===== config.mk =====
export PLATFORM = sky130hd
export DESIGN_NAME = nmea_sentence_framer
export DESIGN_NICKNAME = d
export VERILOG_FILES = /design/src/rtl/nsf_pkg.sv /design/src/rtl/nsf_core.sv /design/src/rtl/nsf_result_fifo.sv /design/src/rtl/nmea_sentence_framer.sv
export SDC_FILE = /design/constraint.sdc
export NUM_CORES = 1
export LEC_CHECK = 0
export BUFFER_PORTS_ARGS = -buffer_cell sky130_fd_sc_hd__buf_2
export CAP_MARGIN = 20
export CORE_UTILIZATION = 60
export DETAILED_ROUTE_END_ITERATION = 12
export MAX_ROUTING_LAYER = met4
export PLACE_DENSITY = 0.8
export SLEW_MARGIN = 20
export SYNTH_ARGS = -nofsm -noshare
export SYNTH_HDL_FRONTEND = slang
export SYNTH_SLANG_ARGS = --single-unit
export TNS_END_PERCENT = 30

===== constraint.sdc =====
create_clock -name clk -period 7.3 [get_ports clk]
set_input_delay 0.365 -clock clk [delete_from_list [all_inputs] [get_ports clk]]
set_output_delay 0.365 -clock clk [all_outputs]
set_load 0.1 [all_outputs]

===== src/rtl/nsf_pkg.sv =====
// shared types and constants of the nmea sentence framer
package nsf_pkg;

	// character codes
	localparam logic [7:0] CH_DOLLAR = 8'h24;
	localparam logic [7:0] CH_STAR   = 8'h2A;
	localparam logic [7:0] CH_COMMA  = 8'h2C;
	localparam logic [7:0] CH_CR     = 8'h0D;
	localparam logic [7:0] CH_LF     = 8'h0A;
	localparam logic [7:0] PRINT_LO  = 8'h20;
	localparam logic [7:0] PRINT_HI  = 8'h7E;

	// room kept for '*', two hex digits, cr lf and one spare byte
	localparam logic [12:0] TAIL_ROOM = 13'd6;

	// configuration register indexes
	localparam logic [1:0] CFG_BUFFER_BYTES   = 2'd0;
	localparam logic [1:0] CFG_ABORT_NONPRINT = 2'd1;
	localparam logic [1:0] CFG_ACCEPT_BAD_SUM = 2'd2;

	localparam logic [11:0] BUFFER_BYTES_RST = 12'd82;

	typedef enum logic [3:0] {
		ST_NONE       = 4'd0,
		ST_DONE       = 4'd1,
		ST_BAD_NAME   = 4'd2,
		ST_NAME_LONG  = 4'd3,
		ST_NONPRINT   = 4'd4,
		ST_TOO_LONG   = 4'd5,
		ST_BAD_HEX    = 4'd6,
		ST_BAD_SUM    = 4'd7,
		ST_BUF_SMALL  = 4'd8
	} status_t;

	typedef struct packed {
		logic [11:0] buffer_bytes;
		logic        abort_nonprintable;
		logic        accept_bad_checksum;
	} cfg_t;

	typedef struct packed {
		status_t     status;
		logic        in_sentence;
		logic [11:0] sentence_length;
		logic [3:0]  name_length;
		logic [63:0] sentence_name;
		logic [7:0]  received_checksum;
		logic [7:0]  computed_checksum;
	} result_t;

endpackage


===== src/rtl/nsf_core.sv =====
// per-byte sentence state machine and result formation
module nsf_core import nsf_pkg::*; #(
	parameter int NAME_BYTES = 9
) (
	input  logic       clk,
	input  logic       arst_n,
	input  logic       take,
	input  logic [7:0] data_byte,
	input  cfg_t       cfg,
	output result_t    res
);

	localparam int NAME_DEPTH = NAME_BYTES - 1;

	typedef enum logic [7:0] {
		PH_IDLE    = 8'b0000_0001,
		PH_NAME    = 8'b0000_0010,
		PH_DATA    = 8'b0000_0100,
		PH_HEX1    = 8'b0000_1000,
		PH_HEX2    = 8'b0001_0000,
		PH_TERM    = 8'b0010_0000,
		PH_WAIT_LF = 8'b0100_0000,
		PH_WAIT_CR = 8'b1000_0000
	} phase_t;

	phase_t      phase_q, phase_d;
	logic [7:0]  xor_q, xor_d;
	logic [11:0] count_q, count_d;
	logic [3:0]  ncount_q, ncount_d;
	logic [7:0]  hex_q, hex_d;
	logic [7:0]  name_q [NAME_DEPTH];
	logic        name_wr;

	logic [11:0] count_inc;
	logic [11:0] len;
	logic [12:0] len_total;
	logic        fits, sum_ok, restart, alnum, nib_ok;
	logic [3:0]  nib;
	logic [7:0]  upper;
	logic [63:0] name_packed;
	status_t     val_status;

	// hex digit value, valid flag in the top bit
	function automatic logic [4:0] hex_nib(input logic [7:0] c);
		logic [4:0] r;
		r = 5'b0_0000;
		if (c >= 8'h30 && c <= 8'h39) begin
			r = {1'b1, 4'(c - 8'h30)};
		end else if (c >= 8'h41 && c <= 8'h46) begin
			r = {1'b1, 4'(c - 8'h37)};
		end else if (c >= 8'h61 && c <= 8'h66) begin
			r = {1'b1, 4'(c - 8'h57)};
		end
		return r;
	endfunction

	always_comb begin
		count_inc = (phase_q != PH_IDLE) ? count_q + 12'd1 : count_q;
		len       = count_inc - ((phase_q == PH_TERM) ? 12'd1 : 12'd2);
		len_total = {1'b0, len} + 13'd2;
		fits      = len_total <= {1'b0, cfg.buffer_bytes};
		sum_ok    = (hex_q == xor_q) || cfg.accept_bad_checksum;
		upper     = data_byte & 8'hDF;
		alnum     = (upper >= 8'h41 && upper <= 8'h5A) ||
		            (data_byte >= 8'h30 && data_byte <= 8'h39);
		{nib_ok, nib} = hex_nib(data_byte);
		for (int i = 0; i < 8; i++) begin
			if (i < NAME_DEPTH && 4'(i) < ncount_q) begin
				name_packed[8*i +: 8] = name_q[i];
			end else begin
				name_packed[8*i +: 8] = 8'h00;
			end
		end
		priority if (!fits) begin
			val_status = ST_BUF_SMALL;
		end else if (!sum_ok) begin
			val_status = ST_BAD_SUM;
		end else begin
			val_status = ST_DONE;
		end
	end

	always_comb begin
		phase_d  = phase_q;
		xor_d    = xor_q;
		count_d  = count_inc;
		ncount_d = ncount_q;
		hex_d    = hex_q;
		name_wr  = 1'b0;
		restart  = 1'b0;
		res      = '0;
		unique case (phase_q)
			PH_NAME: begin
				xor_d = xor_q ^ data_byte;
				if (data_byte == CH_COMMA && ncount_q != 4'd0) begin
					phase_d = PH_DATA;
					res.in_sentence = 1'b1;
				end else if (!alnum) begin
					res.status = ST_BAD_NAME;
					restart = 1'b1;
				end else if (ncount_q >= 4'(NAME_DEPTH)) begin
					res.status = ST_NAME_LONG;
					restart = 1'b1;
				end else begin
					name_wr  = 1'b1;
					ncount_d = ncount_q + 4'd1;
					res.in_sentence = 1'b1;
				end
			end
			PH_DATA: begin
				if (data_byte == CH_STAR) begin
					phase_d = PH_HEX1;
					res.in_sentence = 1'b1;
				end else begin
					xor_d = xor_q ^ data_byte;
					if (cfg.abort_nonprintable &&
					    (data_byte < PRINT_LO || data_byte > PRINT_HI)) begin
						res.status = ST_NONPRINT;
						restart = 1'b1;
					end else if ({1'b0, count_inc} + TAIL_ROOM >
					             {1'b0, cfg.buffer_bytes}) begin
						res.status = ST_TOO_LONG;
						restart = 1'b1;
					end else begin
						res.in_sentence = 1'b1;
					end
				end
			end
			PH_HEX1, PH_HEX2: begin
				if (!nib_ok) begin
					res.status = ST_BAD_HEX;
					restart = 1'b1;
				end else begin
					if (phase_q == PH_HEX1) begin
						hex_d   = {nib, 4'h0};
						phase_d = PH_HEX2;
					end else begin
						hex_d   = {hex_q[7:4], nib};
						phase_d = PH_TERM;
					end
					res.in_sentence = 1'b1;
				end
			end
			PH_TERM: begin
				if (data_byte == CH_CR) begin
					phase_d = PH_WAIT_LF;
					res.in_sentence = 1'b1;
				end else if (data_byte == CH_LF) begin
					phase_d = PH_WAIT_CR;
					res.in_sentence = 1'b1;
				end else begin
					res.status = val_status;
					restart = 1'b1;
				end
			end
			PH_WAIT_LF, PH_WAIT_CR: begin
				res.status = val_status;
				if (val_status == ST_DONE &&
				    data_byte == ((phase_q == PH_WAIT_LF) ? CH_LF : CH_CR)) begin
					phase_d = PH_IDLE;
					res.in_sentence = 1'b1;
				end else begin
					restart = 1'b1;
				end
			end
			default: begin
				restart = 1'b1;
			end
		endcase

		if (res.status == ST_DONE) begin
			res.sentence_length   = len_total[11:0];
			res.name_length       = ncount_q;
			res.sentence_name     = name_packed;
			res.received_checksum = hex_q;
			res.computed_checksum = xor_q;
		end

		// the aborting byte may itself open a new sentence
		if (restart) begin
			if (data_byte == CH_DOLLAR) begin
				phase_d  = PH_NAME;
				xor_d    = 8'h00;
				count_d  = 12'd1;
				ncount_d = 4'd0;
				res.in_sentence = 1'b1;
			end else begin
				phase_d = PH_IDLE;
				res.in_sentence = 1'b0;
			end
		end
	end

	always_ff @(posedge clk or negedge arst_n) begin
		if (!arst_n) begin
			phase_q  <= PH_IDLE;
			xor_q    <= 8'h00;
			count_q  <= 12'd0;
			ncount_q <= 4'd0;
			hex_q    <= 8'h00;
		end else if (take) begin
			phase_q  <= phase_d;
			xor_q    <= xor_d;
			count_q  <= count_d;
			ncount_q <= ncount_d;
			hex_q    <= hex_d;
		end
	end

	// name characters, no reset
	always_ff @(posedge clk) begin
		for (int i = 0; i < NAME_DEPTH; i++) begin
			if (take && name_wr && ncount_q == 4'(i)) begin
				name_q[i] <= data_byte;
			end
		end
	end

endmodule


===== src/rtl/nsf_result_fifo.sv =====
// two-entry result buffer between the framer and the output channel
module nsf_result_fifo import nsf_pkg::*; (
	input  logic    clk,
	input  logic    arst_n,
	input  logic    push,
	input  result_t push_data,
	input  logic    pop,
	output logic    full,
	output logic    not_empty,
	output result_t head
);

	result_t    mem_q [2];
	logic       wr_ptr_q, rd_ptr_q;
	logic [1:0] count_q;

	assign full      = count_q == 2'd2;
	assign not_empty = count_q != 2'd0;
	assign head      = mem_q[rd_ptr_q];

	always_ff @(posedge clk or negedge arst_n) begin
		if (!arst_n) begin
			wr_ptr_q <= 1'b0;
			rd_ptr_q <= 1'b0;
			count_q  <= 2'd0;
		end else begin
			if (push) begin
				wr_ptr_q <= ~wr_ptr_q;
			end
			if (pop) begin
				rd_ptr_q <= ~rd_ptr_q;
			end
			unique case ({push, pop})
				2'b10:   count_q <= count_q + 2'd1;
				2'b01:   count_q <= count_q - 2'd1;
				default: count_q <= count_q;
			endcase
		end
	end

	always_ff @(posedge clk) begin
		if (push) begin
			mem_q[wr_ptr_q] <= push_data;
		end
	end

endmodule


===== src/rtl/nmea_sentence_framer.sv =====
// top level of the nmea sentence framer: config registers, framer core, result buffer
// Takes one byte per transfer and returns exactly one result per byte, in order: a
// status code, whether the byte was consumed as part of a sentence, and on a finished
// sentence its length with cr lf, its name and both checksums (those fields are zero
// otherwise). A byte can be taken every clock cycle while the result buffer has room;
// the per-byte decision is combinational logic from the accepted byte and the sentence
// state straight into a two-entry result buffer, whose head is offered on the output
// side. in_stall rises only when both buffer entries hold results that the
// output side has not yet taken. Configuration writes take effect at once and are
// expected only while no byte is in flight.
module nmea_sentence_framer import nsf_pkg::*; #(
	parameter int NAME_BYTES = 9
) (
	input  logic        clk,
	input  logic        arst_n,
	// configuration write port
	input  logic        cfg_wr,
	input  logic [1:0]  cfg_idx,
	input  logic [11:0] cfg_data,
	// byte input channel
	input  logic        in_valid,
	output logic        in_stall,
	input  logic [7:0]  data_byte,
	// result output channel
	output logic        out_valid,
	input  logic        out_stall,
	output logic [3:0]  status,
	output logic        in_sentence,
	output logic [11:0] sentence_length,
	output logic [3:0]  name_length,
	output logic [63:0] sentence_name,
	output logic [7:0]  received_checksum,
	output logic [7:0]  computed_checksum
);

	cfg_t    cfg_q;
	result_t step_res;
	result_t head;
	logic    in_take;
	logic    out_take;
	logic    buf_full;

	// configuration registers, unknown indexes ignored
	always_ff @(posedge clk or negedge arst_n) begin
		if (!arst_n) begin
			cfg_q.buffer_bytes        <= BUFFER_BYTES_RST;
			cfg_q.abort_nonprintable  <= 1'b0;
			cfg_q.accept_bad_checksum <= 1'b0;
		end else if (cfg_wr) begin
			unique case (cfg_idx)
				CFG_BUFFER_BYTES:   cfg_q.buffer_bytes        <= cfg_data;
				CFG_ABORT_NONPRINT: cfg_q.abort_nonprintable  <= cfg_data[0];
				CFG_ACCEPT_BAD_SUM: cfg_q.accept_bad_checksum <= cfg_data[0];
				default:            cfg_q                     <= cfg_q;
			endcase
		end
	end

	// input transfer whenever the result buffer has room
	assign in_stall = buf_full;
	assign in_take  = in_valid && !buf_full;
	assign out_take = out_valid && !out_stall;

	nsf_core #(
		.NAME_BYTES(NAME_BYTES)
	) u_core (
		.clk      (clk),
		.arst_n   (arst_n),
		.take     (in_take),
		.data_byte(data_byte),
		.cfg      (cfg_q),
		.res      (step_res)
	);

	// decouples the byte side from a stalled output side
	nsf_result_fifo u_fifo (
		.clk      (clk),
		.arst_n   (arst_n),
		.push     (in_take),
		.push_data(step_res),
		.pop      (out_take),
		.full     (buf_full),
		.not_empty(out_valid),
		.head     (head)
	);

	// result fields from the buffer head
	assign status            = head.status;
	assign in_sentence       = head.in_sentence;
	assign sentence_length   = head.sentence_length;
	assign name_length       = head.name_length;
	assign sentence_name     = head.sentence_name;
	assign received_checksum = head.received_checksum;
	assign computed_checksum = head.computed_checksum;

endmodule


==> reports/qor.yml, run 1 <==
clock_network:
  htreeDepth: 2
  cts-root-buf: "clkbuf_16"
  ctsResizeCount: 0
  cts_inserted_buffers: 34
  clk_latency_ns: 0.52
  cts_max_path_buffers: 3
  clk_pin_slew_worst_paths_ns: 0.06
  cts_setup_buffers: 0
  cts.sinks: 324
  cts_tree: "done"
  hold_buffers: 0
drt:
  wl_met2_um: 17200
  wl_met3_um: 1570
  ant_nets: 0
  via_count: 9428
  wl_per_cell_um: 21.4
  met1Wirelength_um: 14200
  drtIter0Drc: 708
  highest_layer: "met4"
  drcViolationCount: 0
  dr.pass1.iters: 5
  vias_per_cell: 5.96
  wl_um: 33900
timing:
  finalCritPeriodShare: 0.906
  final_hold_viol_count: 0
  fin_skew_ns: 0.0143
  fmax_mhz: 151
  setup_tns_ns: 0
  worst_pin_slew_ns: 1.13
  rsz0062_at_grt: "false"
  post-route-min-period_ns: 6.61
  relSlewSlack: 0.247
  finalSetupViolations: 0
  worst_slack_ns: 0.689
  report.final.slew_viol_count: 0
layout:
  diodes: 0
  drive_above_1_share: 0.267
  final_nets: 1299
  syn_to_final_growth_pct: 13.5
place:
  gp_congestion: 0.952
  hpwl_um: 21800
  portBuffers: 129
  pre_cts_slack_ns: 0.829
setup_path:
  worstSetupStartpoint: "u_core.phase_q[0]"
  path_max_fanout: 32
  critPathCapture: "u_fifo.mem_q[0][24]"
  r2r_setup_slack_ns: 0.69
  cp-end-kind: "flip-flop"
  start_kind: "flip-flop"
  path_class: "reg -> reg"
  regToRegEndpoint: "u_fifo.mem_q[0][24]"
  reg2reg_depth: 21
  crit_arrival_ns: 6.98
  required_ns: 7.67
  reg2reg_from: "u_core.phase_q[0]"
global_routing:
  grt_pass1_vias: 9551
  grt_usage: 0.274
  antenna_found_initial: 0
  grt_max_degree: 71
  grt-ovfl-total: 0
  grt_pass1_wl_um: 52400
run:
  drv_cap: 0
logic_synthesis:
  ys_ff_latch: 324
  async_reset_ff_frac: 0.179
  postSynthAreaPerCell_um2: 13.8
  yosys_warnings: 0
  syn_inst: 1094
  synth_fp_nets: 1159
  synth_edf_count: 266
  ys_seq_area_frac: 0.627
  synthesis.area_um2: 15100
  ys_types: 87
  synth_ff_type: "edfxtp_1"
die:
  row_count: 57
  dieWidth_um: 160
  die-area_um2: 25700
  core_area_um2: 24500
  ios: 130
  start_util: 0.616
  dieHeight_um: 160
hold_path:
  hp-class: "in -> async"
status:
  outcome: "complete, no violations"
metal layers:
metal | global-route usage | vias to the layer above
met4 | 0.0887 | 0
li1 | - | 4376
met5 | - | -
met2 | 0.457 | 309
met1 | 0.347 | 4685
met3 | 0.0364 | 58
cells in the mapped netlist (all sizes together), types with 5 or more instances:
| library cell | number | area (um2) |
|---|---|---|
| nand4 | 8 | 56.3 |
| nand3 | 27 | 140 |
| inv | 24 | 90.1 |
| mux2 | 106 | 1190 |
| nand2 | 85 | 319 |
| xnor2 | 33 | 315 |
| dfrtp | 54 | 1350 |
| mux2i | 5 | 50.1 |
| o31ai | 15 | 113 |
| and2 | 65 | 407 |
| o21ai | 34 | 181 |
| nor4 | 8 | 65.1 |
| a21o | 15 | 113 |
| o21a | 6 | 60.1 |
| clkbuf | 23 | 86.3 |
| nor3b | 5 | 37.5 |
| ha | 38 | 475 |
| and3 | 52 | 325 |
| edfxtp | 266 | 7990 |
| a21oi | 27 | 150 |
| nor2b | 9 | 56.3 |
| nor2 | 41 | 154 |
| o211ai | 6 | 45.0 |
| a31oi | 5 | 46.3 |
| nor3 | 14 | 70.1 |
| nor4b | 6 | 67.6 |
| or2 | 5 | 31.3 |
| nand4b | 6 | 52.6 |
| buf | 17 | 126 |
| xor2 | 26 | 243 |
registers in the layout, summed over array words and instances, names as in the netlist:
register / cells
cfg_q: 14
u_core.count_q: 12
u_core.hex_q: 8
u_core.name_q: 64
u_core.ncount_q: 4
u_core.phase_q: 8
u_core.xor_q: 8
u_fifo.count_q: 2
u_fifo.mem_q: 202
u_fifo.rd_ptr_q: 1
u_fifo.wr_ptr_q: 1
how the worst min path moves through the flow:
| stage | slack, ns | cells after the start | from | end |
|---|---|---|---|---|
| 3_3_place_gp | 0.48 | 1 | u_fifo.count_q[1] | u_fifo.count_q[1] |
| 5_1_grt | 0.07 | 2 | arst_n | cfg_q[9] |
| 2_1_floorplan | 0.07 | 0 | arst_n | cfg_q[0] |
| 4_1_cts | 0.04 | 2 | arst_n | u_core.count_q[11] |
| 6_report | 0.01 | 2 | arst_n | cfg_q[4] |
| 3_5_place_dp | 0.49 | 1 | u_fifo.count_q[1] | u_fifo.count_q[1] |
cells by family (layout without fill, tap and decap cells):
family,Yosys count,count (layout),synth area share
adders and majority gates,38,38,0.0316
buffers and inverters,65,228,0.0203
muxes,111,111,0.0826
and+or+nand+nor,349,349,0.128
AOI/OAI and AO/OA,148,148,0.0737
xor gates and xnor gates,59,59,0.0370
DFF,324,324,0.627
cell type report:
| type | count | area (um2) |
|---|---|---|
| Clock buffer | 42 | 912 |
| Clock inverter | 17 | 133 |
| Fill cell | 1659 | 7360 |
| Inverter | 25 | 93.8 |
| Multi-Input combinational cell | 705 | 5340 |
| Sequential cell | 324 | 9450 |
| Tap cell | 324 | 405 |
| Timing Repair Buffer | 144 | 771 |
worst max-delay path, stage by stage, from the launching register on:
cell      delay (ns)
dfstp_2         0.58
nor4b_4         0.47
nand2_1         0.23
mux2i_1         0.49
xnor2_1         0.15
ha_1            0.25
a21oi_2         0.33
nand3_2         0.29
o211ai_1        0.38
and2_0          0.40
a221oi_1        0.13
a21o_1          0.18
xor2_1          0.15
ha_1            0.32
a211oi_1        0.21
nand3_1         0.09
o21ai_0         0.29
inv_1           0.09
a41oi_2         0.19
and3b_2         0.57
a21boi_2        0.44
and2_1          0.22
stage by stage:
stage	utilization	instances	hold slack [ns]	cell area, um2
after global placement	0.656	1522	0.476	16000
final	0.699	1581	0.0119	17100
after CTS	0.699	1581	0.0438	17100
after global routing	0.699	1581	0.0656	17100
after floorplan	-	1094	0.0694	15100
after detailed placement	0.656	1522	0.491	16000
placed cells by master, fill, tap and decap left out, types with 5 or more instances in the layout:
cell type / instances
xor2_1: 24
inv_1: 24
mux2i_1: 5
and3_1: 51
mux2_2: 106
clkinv_1: 7
a21o_1: 15
clkinv_2: 5
o31ai_1: 15
nor2_1: 40
clkbuf_16: 35
o211ai_1: 6
a21oi_1: 25
nor3_1: 13
buf_4: 14
buf_2: 129
nor4_1: 7
and2_1: 64
o21ai_0: 27
dfrtp_1: 53
nor4b_1: 5
clkbuf_1: 6
nand4b_1: 6
nand2_1: 85
nor2b_1: 9
nand3_1: 26
nand4_1: 7
edfxtp_1: 266
o21ai_1: 6
ha_1: 38
xnor2_1: 31
Power of run 1 is not shown: default switching activity piles up to over one toggle a cycle in this logic, so the estimate is an artifact.
==> run 2, diff against run 1 <==
--- a/config.mk
+++ b/config.mk
@@ -14,5 +14,6 @@
 export SLEW_MARGIN = 20
 export SYNTH_ARGS = -nofsm -noshare
 export SYNTH_HDL_FRONTEND = slang
+export SYNTH_HIERARCHICAL = 1
 export SYNTH_SLANG_ARGS = --single-unit
 export TNS_END_PERCENT = 30
==> run 2 against run 1 <==
Compared with the run above:
- synthesized cell count increased by 6.3%
- sequential share of layout area decreased by 2.3 points
- clock-buffer cell count increased by 4
- critical path depth increased by 3
- clock skew increased by 0.0075 ns
- die area increased by 5.5%
- setup slack got worse by 0.15 ns
- via count increased by 3.2%
- worst hold slack improved by 0.015 ns
- maximum frequency decreased by 2.2%
- register-to-register slack got worse by 0.15 ns
- final cell count increased by 4.1%
- critical path type unchanged
- critical endpoint is now u_fifo/mem_q[1][89]
- largest cell class unchanged
==> reports/qor.yml, run 2 <==
clock_network:
  htreeDepth: 2
  hold_buffers: 0
  clk_pin_slew_worst_paths_ns: 0.07
  clk_latency_ns: 0.52
  cts_inserted_buffers: 34
  ctsResizeCount: 0
  cts-root-buf: "clkbuf_16"
  cts.sinks: 324
  cts_setup_buffers: 0
  cts_tree: "done"
  cts_max_path_buffers: 3
logic_synthesis:
  ys_types: 81
  yosys.area.top_type: "edfxtp_1"
  yosys-top-cells-count: "edfxtp_1, nand2_1, mux2_4"
  ys_seq_area_frac: 0.594
  synth_most_common_cell: "edfxtp_1"
  synth_edf_count: 266
  synthesis.area_um2: 15900
  async_reset_ff_frac: 0.179
  syn_inst: 1163
  ys_ff_latch: 324
  postSynthAreaPerCell_um2: 13.7
  ys_top_cells_by_area: "edfxtp_1, dfrtp_1, mux2_4"
  synth_ff_type: "edfxtp_1"
  yosys_warnings: 6
  synth_top_area_frac: 0.502
  synth_fp_nets: 1228
setup_path:
  start_kind: "flip-flop"
  crit_path_cell_trace: "nor4_4, buf_4, nand2_1, xnor2_1, ha_1, inv_1, ha_1, a21oi_1, xnor2_1, ha_1, nand3_1, or3_1, a2111oi_0, or3_1, nand2_1, ha_1, nand3_1, nor4_1, a211o_1, a31oi_1, nor3_1, a211o_4, buf_4, nor3b_1"
  required_ns: 7.52
  critical_path.max_stage_delay_ns: 0.56
  crit_slowest_cell: "a211o_4"
  path_max_fanout: 38
  crit_arrival_ns: 6.98
  path_common_cell: "ha_1"
  path_buf_inv: 3
  crit_family: "simple AND/OR/NAND/NOR gates"
  path_class: "reg -> reg"
  cp-end-kind: "flip-flop"
die:
  row_count: 59
  dieHeight_um: 165
  ios: 130
  core_area_um2: 26100
  start_util: 0.610
  die-area_um2: 27200
  dieWidth_um: 165
timing:
  worst_slack_ns: 0.537
  hold_slack_ns: 0.0265
  finalSetupViolations: 0
  report.final.slew_viol_count: 0
  worst_pin_slew_ns: 0.991
  relSlewSlack: 0.339
  setup_tns_ns: 0
  finalCritPeriodShare: 0.926
  final_hold_viol_count: 0
  post-route-min-period_ns: 6.76
  fmax_mhz: 148
  fin_skew_ns: 0.0218
  rsz0062_at_grt: "false"
drt:
  wl_per_cell_um: 20.1
  met1Wirelength_um: 13200
  highest_layer: "met4"
  via_count: 9731
  drcViolationCount: 0
  dr.pass1.iters: 7
  wl_met2_um: 17200
  wl_met3_um: 1680
  wl_um: 33000
  ant_nets: 0
  vias_per_cell: 5.91
  drtIter0Drc: 744
layout:
  syn_to_final_growth_pct: 12.1
  largest_reg_flops: 202
  finalCoreUtilization: 0.684
  drive_above_1_share: 0.288
  layout_commonest_cell: "edfxtp_1"
  top_register: "u_fifo/mem_q"
  diodes: 0
  reg_top3: "u_fifo/mem_q: 202 flops, u_core/name_q: 64 flops, cfg_q: 14 flops"
  final_nets: 1351
  layout_common_cells: "edfxtp_1, buf_2, nand2_1"
global_routing:
  grt_usage: 0.250
  antenna_found_initial: 0
  grt_max_degree: 89
  grt-ovfl-total: 0
  grt_pass1_wl_um: 50300
  grt_pass1_vias: 9435
power_and_ir_drop:
  p_leak_nw: 6.78
  ir_drop_mv: 0.452
  p_int_mw: 4.42
  p_per_area_nw_per_um2: 469
  switching_share: 0.472
  p_sw_mw: 3.94
  combPwrFrac: 0.496
  p_clk_frac: 0.197
  seqPwrFrac: 0.307
  power_mw: 8.36
place:
  pre_cts_slack_ns: 0.644
  portBuffers: 129
  gp_congestion: 0.903
  hpwl_um: 21600
run:
  drv_cap: 0
hold_path:
  hp-class: "in -> async"
status:
  outcome: "complete, no violations"
[run 2: cell count changes after synthesis, sizes merged, moves of 11 or more]
cell	previous run	this run
nor3	14	86
and2	65	7
and3	52	9
nand2	85	120
nor3b	5	30
nor2	41	65
buf	17	40
a21oi	27	15
nand3	27	15
o21ai	34	23
[run 2: final cells by class]
class                   count  area, um2
fillers                  1793       8230
inverters                  32        120
flip-flops and latches    324       9450
clock buffers              46        927
multi-input cells         750       6000
well taps                 335        419
clock inverters            15        140
repair buffers            144        771
[run 2: path summary, 6_finish.rpt]
check / start / endpoint / slack (ns) / cells past startpoint
max reg2reg: u_core/phase_q[4] / u_fifo/mem_q[1][89] / 0.54 / 24
min reg2reg: u_fifo/count_q[1] / u_fifo/count_q[1] / 0.49 / 1
max: u_core/phase_q[4] / u_fifo/mem_q[1][89] / 0.54 / 24
min in group clk: cfg_data[9] / cfg_q[11] / 0.09 / 2
max in group asynchronous: arst_n / u_fifo/rd_ptr_q / 6.69 / 2
min: arst_n / u_fifo/count_q[1] / 0.03 / 2
[run 2: logic make-up after synthesis]
family,synth area share
buf+inv,0.0315
simple gates,0.143
xor+xnor,0.0439
compound gates,0.0541
mux,0.103
fa+ha+maj,0.0299
flops,0.594
[run 2: layer usage]
layer	track usage	up-vias
li1	-	4566
met1	0.305	4763
met2	0.433	337
met3	0.0331	65
met4	0.0780	0
met5	-	-
[run 2: power groups by stage]
stage | Sequential [mW] | Clock (mW) | Combinational [mW]
global route | 2.59 | 1.74 | 4.36
detailed placement | 2.60 | 0 | 4.14
global placement | 2.57 | 0 | 4.12
finish | 2.56 | 1.65 | 4.14
CTS | 2.56 | 1.67 | 4.16
floorplan | 2.51 | 0 | 3.62
[run 2: worst reg2reg max path, cell delays in order, from the launching register on]
cell and delay, ns:
dfrtp_1 0.48, nor4_4 0.30, buf_4 0.25, nand2_1 0.19, xnor2_1 0.27, ha_1 0.18, inv_1 0.07, ha_1 0.20
a21oi_1 0.35, xnor2_1 0.17, ha_1 0.21, nand3_1 0.14, or3_1 0.40, a2111oi_0 0.49, or3_1 0.20, nand2_1 0.06
ha_1 0.30, nand3_1 0.10, nor4_1 0.34, a211o_1 0.16, a31oi_1 0.08, nor3_1 0.41, a211o_4 0.57, buf_4 0.43
nor3b_1 0.14
[run 2: metrics by stage]
stage	area, um2	cells
2_1_floorplan	15900	1163
3_3_place_gp	16800	1585
3_5_place_dp	16800	1585
4_1_cts	17800	1646
5_1_grt	17800	1646
6_report	17800	1646
Power figures use the tool's default switching activity.
